**config.mk**
```make
export PLATFORM = sky130hd
export DESIGN_NAME = pwli_muldiv
export DESIGN_NICKNAME = d
export VERILOG_FILES = /design/src/rtl/pwli_pkg.sv /design/src/rtl/pwli_muldiv.sv
export SDC_FILE = /design/constraint.sdc
export NUM_CORES = 1
export LEC_CHECK = 0
export BUFFER_PORTS_ARGS = -buffer_cell sky130_fd_sc_hd__buf_2
export CELL_PAD_IN_SITES_DETAIL_PLACEMENT = 0
export CELL_PAD_IN_SITES_GLOBAL_PLACEMENT = 1
export CORE_UTILIZATION = 48
export CTS_CLUSTER_SIZE = 28
export DETAILED_ROUTE_END_ITERATION = 8
export PLACE_DENSITY_LB_ADDON = 0.15
export RECOVER_POWER = 50
export SLEW_MARGIN = 40
export SYNTH_ARGS = -nofsm -noshare
export SYNTH_HDL_FRONTEND = slang
export SYNTH_SLANG_ARGS = --single-unit
```
**constraint.sdc**
```tcl
create_clock -name clk -period 4.1 [get_ports clk]
set_input_delay 0.82 -clock clk [delete_from_list [all_inputs] [get_ports clk]]
set_output_delay 0.82 -clock clk [all_outputs]
set_load 0.01 [all_outputs]
```
**src/rtl/pwli_pkg.sv**
```systemverilog
package pwli_pkg;

    // Field widths
    localparam int TIME_W      = 32;
    localparam int FACTOR_W    = 24;
    localparam int IDX_FIELD_W = 10;
    localparam int COUNT_W     = 11;

    // Table storage
    localparam int TABLE_DEPTH = 1024;
    localparam int ADDR_W      = $clog2(TABLE_DEPTH);
    localparam int CNT_W       = $clog2(TABLE_DEPTH + 1);

    // Serial arithmetic widths
    localparam int DT_W      = TIME_W + 1;
    localparam int DF_W      = FACTOR_W + 1;
    localparam int PROD_W    = DT_W + DF_W;
    localparam int DVS_W     = DT_W + 1;
    localparam int QM_W      = FACTOR_W + 1;
    localparam int MUL_STEPS = DF_W;
    localparam int DIV_STEPS = PROD_W;
    localparam int STEP_W    = $clog2(PROD_W);
    localparam int RES_W     = FACTOR_W + 2;

    // Factor constants, Q8.16
    localparam logic signed [FACTOR_W-1:0] FACTOR_ONE = 24'sh010000;
    localparam logic signed [FACTOR_W-1:0] FACTOR_MAX = 24'sh7FFFFF;
    localparam logic signed [FACTOR_W-1:0] FACTOR_MIN = 24'sh800000;

    localparam logic [COUNT_W-1:0] ENTRY_COUNT_RESET = 11'd2;

    // Opcodes
    localparam logic OP_LOAD  = 1'b0;
    localparam logic OP_QUERY = 1'b1;

    typedef enum logic [2:0] {
        ST_IDLE,
        ST_SCAN,
        ST_PREP,
        ST_CALC,
        ST_DONE
    } pwli_state_t;

    typedef enum logic [1:0] {
        MD_IDLE,
        MD_MUL,
        MD_LOAD,
        MD_DIV
    } md_state_t;

    typedef struct packed {
        logic done;
        logic neg;
    } md_status_t;

endpackage

```
**src/rtl/pwli_muldiv.sv**
```systemverilog
module pwli_muldiv import pwli_pkg::*;
(
    input  logic                    clk,
    input  logic                    rst_n,
    input  logic                    start,
    input  logic signed [DF_W-1:0]  df,
    input  logic signed [DT_W-1:0]  dq,
    input  logic signed [DT_W-1:0]  den,
    output md_status_t              status,
    output logic [QM_W-1:0]         qm
);

    md_state_t             state_reg, state_next;
    logic [STEP_W-1:0]     cnt_reg;
    logic [PROD_W-1:0]     prod_reg;
    logic [DT_W-1:0]       mcand_reg;
    logic [DT_W-1:0]       den_mag_reg;
    logic [DVS_W-1:0]      dvs_reg;
    logic [DVS_W-1:0]      rem_reg;
    logic [QM_W-1:0]       q_reg;
    logic                  ovf_reg;
    logic                  neg_reg;
    logic                  done_reg;

    logic [DT_W:0]         mul_sum;
    logic [DVS_W:0]        r_sh;
    logic [DVS_W+1:0]      r_diff;
    logic                  r_ge;

    // Shift-add step: one multiplier bit per cycle
    assign mul_sum = {1'b0, prod_reg[PROD_W-1:DF_W]}
                   + (prod_reg[0] ? {1'b0, mcand_reg} : {(DT_W+1){1'b0}});

    // Restoring divide step: one quotient bit per cycle
    assign r_sh   = {rem_reg, prod_reg[PROD_W-1]};
    assign r_diff = {1'b0, r_sh} - {2'b00, dvs_reg};
    assign r_ge   = !r_diff[DVS_W+1];

    // Next state
    always_comb
    begin
        state_next = state_reg;
        case (state_reg)
            MD_IDLE:
            begin
                if (start)
                    state_next = MD_MUL;
            end
            MD_MUL:
            begin
                if (cnt_reg == '0)
                    state_next = MD_LOAD;
            end
            MD_LOAD:
                state_next = MD_DIV;
            MD_DIV:
            begin
                if (cnt_reg == '0)
                    state_next = MD_IDLE;
            end
            default:
                state_next = MD_IDLE;
        endcase
    end

    // Outputs: clamp the quotient once it cannot fit a factor step
    always_comb
    begin
        status.done = done_reg;
        status.neg  = neg_reg;
        if (ovf_reg || q_reg[QM_W-1])
            qm = {1'b1, {(QM_W-1){1'b0}}};
        else
            qm = q_reg;
    end

    // Control registers
    always_ff @(posedge clk or negedge rst_n)
    begin
        if (!rst_n)
        begin
            state_reg <= MD_IDLE;
            done_reg  <= 1'b0;
        end
        else
        begin
            state_reg <= state_next;
            done_reg  <= (state_reg == MD_DIV) && (cnt_reg == '0);
        end
    end

    // Datapath
    always_ff @(posedge clk)
    begin
        case (state_reg)
            MD_IDLE:
            begin
                if (start)
                begin
                    mcand_reg   <= dq[DT_W-1] ? DT_W'(-dq) : DT_W'(dq);
                    den_mag_reg <= den[DT_W-1] ? DT_W'(-den) : DT_W'(den);
                    dvs_reg     <= den[DT_W-1] ? {DT_W'(-den), 1'b0} : {DT_W'(den), 1'b0};
                    prod_reg    <= {{DT_W{1'b0}},
                                    (df[DF_W-1] ? DF_W'(-df) : DF_W'(df))};
                    neg_reg     <= df[DF_W-1] ^ dq[DT_W-1] ^ den[DT_W-1];
                    cnt_reg     <= STEP_W'(MUL_STEPS - 1);
                end
            end
            MD_MUL:
            begin
                prod_reg <= {mul_sum, prod_reg[DF_W-1:1]};
                cnt_reg  <= cnt_reg - 1'b1;
            end
            MD_LOAD:
            begin
                // dividend = 2|num| + |den|, divisor = 2|den|
                prod_reg <= {prod_reg[PROD_W-2:0], 1'b0} + PROD_W'(den_mag_reg);
                rem_reg  <= '0;
                q_reg    <= '0;
                ovf_reg  <= 1'b0;
                cnt_reg  <= STEP_W'(DIV_STEPS - 1);
            end
            MD_DIV:
            begin
                rem_reg  <= r_ge ? r_diff[DVS_W-1:0] : r_sh[DVS_W-1:0];
                prod_reg <= {prod_reg[PROD_W-2:0], 1'b0};
                q_reg    <= {q_reg[QM_W-2:0], r_ge};
                ovf_reg  <= ovf_reg | q_reg[QM_W-1];
                cnt_reg  <= cnt_reg - 1'b1;
            end
            default:
            begin
            end
        endcase
    end

    a_start_idle: assert property (@(posedge clk) disable iff (!rst_n)
        start |-> state_reg == MD_IDLE)
        else $error("muldiv started while busy");

    a_done_pulse: assert property (@(posedge clk) disable iff (!rst_n)
        done_reg |=> !done_reg)
        else $error("muldiv done held for more than one cycle");

    a_rem_below: assert property (@(posedge clk) disable iff (!rst_n)
        state_reg == MD_DIV |-> rem_reg < dvs_reg)
        else $error("partial remainder not below divisor");

endmodule

```
==> results.py <==
metrics = {
    "status": {
        "outcome": "finished with violations",
        "violations": "max-capacitance violations, max-slew violations",
    },
    "finish": {
        "postLayoutCoreUtil_pct": 53.89,
        "fillers": 3082,
        "layout_common_cells": "edfxtp_1 (191), nand2_1 (143), a21oi_1 (139)",
        "fin_cells": 2264,
        "drive_gt1_share_pct": 11.04,
        "multi_input_area_mm2": 0.009467,
        "ff_latch_area_mm2": 0.005811,
        "largest_reg_flops": 58,
        "layout.cells.most_common": "edfxtp_1",
        "final_nets": 2012,
        "syn2layout_area_growth_pct": 10.53,
    },
    "route": {
        "wl_per_cell_um": 18.04,
        "totalWireLength_um": 40850,
        "vias": 13250,
        "drt_iter0_drc": 1013,
        "viasPerCell": 5.852,
        "ant_nets": 0,
        "remaining_drc_errors": 0,
        "dr.pass1.iters": 7,
    },
    "floorplanning": {
        "die_area_mm2": 0.03378,
        "die_x_um": 183.8,
        "die_h_um": 183.8,
        "coreArea_mm2": 0.03254,
        "num_rows": 66,
        "num_io_pins": 121,
        "initial_core_util_pct": 48.76,
    },
    "place": {
        "place.gp.congestion": 0.8668,
        "portBuffers": 120,
        "place_inst": 2230,
        "hpwl_um": 30850,
    },
    "critical_path": {
        "cp.arrival_ns": 3.90,
        "crit_path_top_delay_cell": "and2_0",
        "cp.required_ns": 4.19,
        "crit_path_start_kind": "flop",
        "critPathKind": "reg2reg",
        "critPathMaxStageDelay_ns": 1.70,
        "path_cells": "inv_1, ha_1, and2_0, clkbuf_4",
        "cp_max_fo": 34,
        "endpoint_kind": "flop",
    },
    "global_routing": {
        "grt_first_pass_wirelength_um": 65030,
        "grt_overflow": 0,
        "grt_max_degree": 61,
        "gr-usage-all-layers_pct": 24.44,
        "grt_pass1_vias": 12400,
        "antenna_found_initial": 1,
    },
    "timing": {
        "tightest_slew_ns": 2.347,
        "timing.slew.headroom_pct": -56.56,
        "skew_ns": 0.01063,
        "hold_violations": 0,
        "rsz0062_at_grt": "false",
        "fin_tns_setup_ns": 0,
        "max_freq_mhz": 262.9,
        "finalSetupViolations": 0,
        "slew_viol_final": 112,
        "period_share_pct": 92.79,
        "min_period_ns": 3.804,
    },
    "worst_hold_path": {
        "holdCritPathClass": "in2async",
    },
    "clocking": {
        "post_cts_buffers": 0,
        "cts_max_level": 4,
        "hold_buffers": 0,
        "path_clk_slew_ns": 0.08,
        "ctsResizeCount": 0,
        "cts_root_buf": "clkbuf_16",
        "tritoncts": "yes",
        "cts_buffers": 17,
        "insertion_delay_ns": 0.45,
        "clockBufferDepth": 2,
        "clock-sinks": 194,
    },
    "yosys": {
        "yosys.area.top_type": "edfxtp_1",
        "syn-cell-area_mm2": 0.01586,
        "yosysWarnings": 0,
        "ys_async_sr_fraction_pct": 1.546,
        "synth_seq_cells": 194,
        "synth_cells": 1713,
        "yosysSeqAreaShare_pct": 36.63,
        "synth-edff-count": 191,
        "synth_area_per_cell_um2": 9.261,
        "synthesis.nets": 1918,
        "synthFlopType": "edfxtp_1",
        "yosys.cell_types.count": 80,
        "yosysTopAreaCellShare_pct": 36.15,
        "ys_top_cells_by_area": "edfxtp_1 (36%), ha_1 (8.5%), xnor2_1 (6.1%)",
    },
    "power": {
        "power.total_w": 0.004099,
        "p_leak_nw": 7.154,
        "power_density_mw_per_mm2": 233.7,
        "peakVddDrop_v": 0.0002853,
    },
    "job": {
        "cap_violations": 3,
    },
}
## worst max-delay path, delay by kind of cell (launching register included)
family / cells / cell delay (ns)
AND/OR/NAND/NOR: 1 / 1.70
flip-flops: 1 / 0.48
adder cells (fa/ha/maj): 1 / 0.19
buffers and inverters: 2 / 1.03
## routing by layer
layer	vias up	part of all wire, %	global-route usage [%]
li1	6593	-	-
met1	6300	47	33.73
met2	334	47	40.85
met3	23	4.8	3.586
met4	0	0.95	4.433
met5	-	0	0
## path summary, 6_finish.rpt
kind | start | to | slack [ns] | depth (start not counted)
max | state_reg[0]$_DFFE_PN0P_ | dvs_reg[8]$_DFFE_PP_ | 0.30 | 4
max reg2reg | state_reg[0]$_DFFE_PN0P_ | dvs_reg[8]$_DFFE_PP_ | 0.30 | 4
min in group clk | q_reg[5]$_SDFFCE_PN0P_ | q_reg[6]$_SDFFCE_PN0P_ | 0.56 | 1
min | rst_n | state_reg[1]$_DFFE_PN0P_ | 0.15 | 1
min reg2reg | q_reg[5]$_SDFFCE_PN0P_ | q_reg[6]$_SDFFCE_PN0P_ | 0.56 | 1
max in group asynchronous | rst_n | done_reg$_DFF_PN0_ | 3.81 | 1
## cell families after synthesis
family                   Yosys count  share of synthesized area [%]
buffers and inverters            156                          3.770
AND/OR/NAND/NOR                  538                          17.86
multiplexers                      37                          2.366
AO/OA/AOI/OAI                    506                          21.04
adder cells (fa/ha/maj)          111                          8.897
XOR/XNOR                         171                          9.441
flip-flops                       194                          36.63
## power by group
part	total, W	switching [W]	internal [W]
Sequential	0.00216	0	0.00216
Clock	0.00171	0.000852	0.000862
Combinational	0.000222	0.000122	0.000100
Total	0.00410	0.000973	0.00313
## synthesized netlist by cell type (10+ instances only)
library cell,number
nand2_1,143
a221o_1,14
o21a_1,16
nor2_1,68
mux2i_1,33
nor2b_1,28
nor4_1,12
inv_1,81
o22ai_1,11
or2_2,13
nand3_1,40
or4_1,12
or3_1,16
nand2b_1,28
o211ai_1,13
xnor2_1,110
a211oi_1,11
edfxtp_1,191
and3_1,15
o21bai_1,10
o31ai_1,25
ha_1,108
nor3_1,32
a22oi_1,17
o41ai_1,12
xor2_1,61
a21oi_1,139
o21ai_0,93
a31oi_1,25
clkbuf_1,63
nand4_1,14
a222oi_1,10
a21o_1,42
and2_1,91
## per-stage QoR
stage | setup slack (ns) | instance area, um^2 | hold slack (ns)
final | 0.2957 | 17530 | 0.1476
after global routing | 0.004662 | 17530 | 0.1518
after CTS | 0.3612 | 17610 | 0.1263
after detailed placement | 0.2804 | 17030 | 0.5435
after global placement | 0.2893 | 17020 | 0.5309
after floorplan | 0.5177 | 15860 | 0.5197
## cell type report
| cell class | instances | area share (%) |
|---|---|---|
| multi-input combinational | 1363 | 53.99 |
| clock inverter | 14 | 0.8777 |
| clock buffer | 18 | 2.448 |
| antenna | 2 | 0.02854 |
| timing repair buffer | 150 | 4.631 |
| tap | 442 | 3.154 |
| sequential | 194 | 33.14 |
| inverter | 81 | 1.734 |
Power figures use the tool's default switching activity.
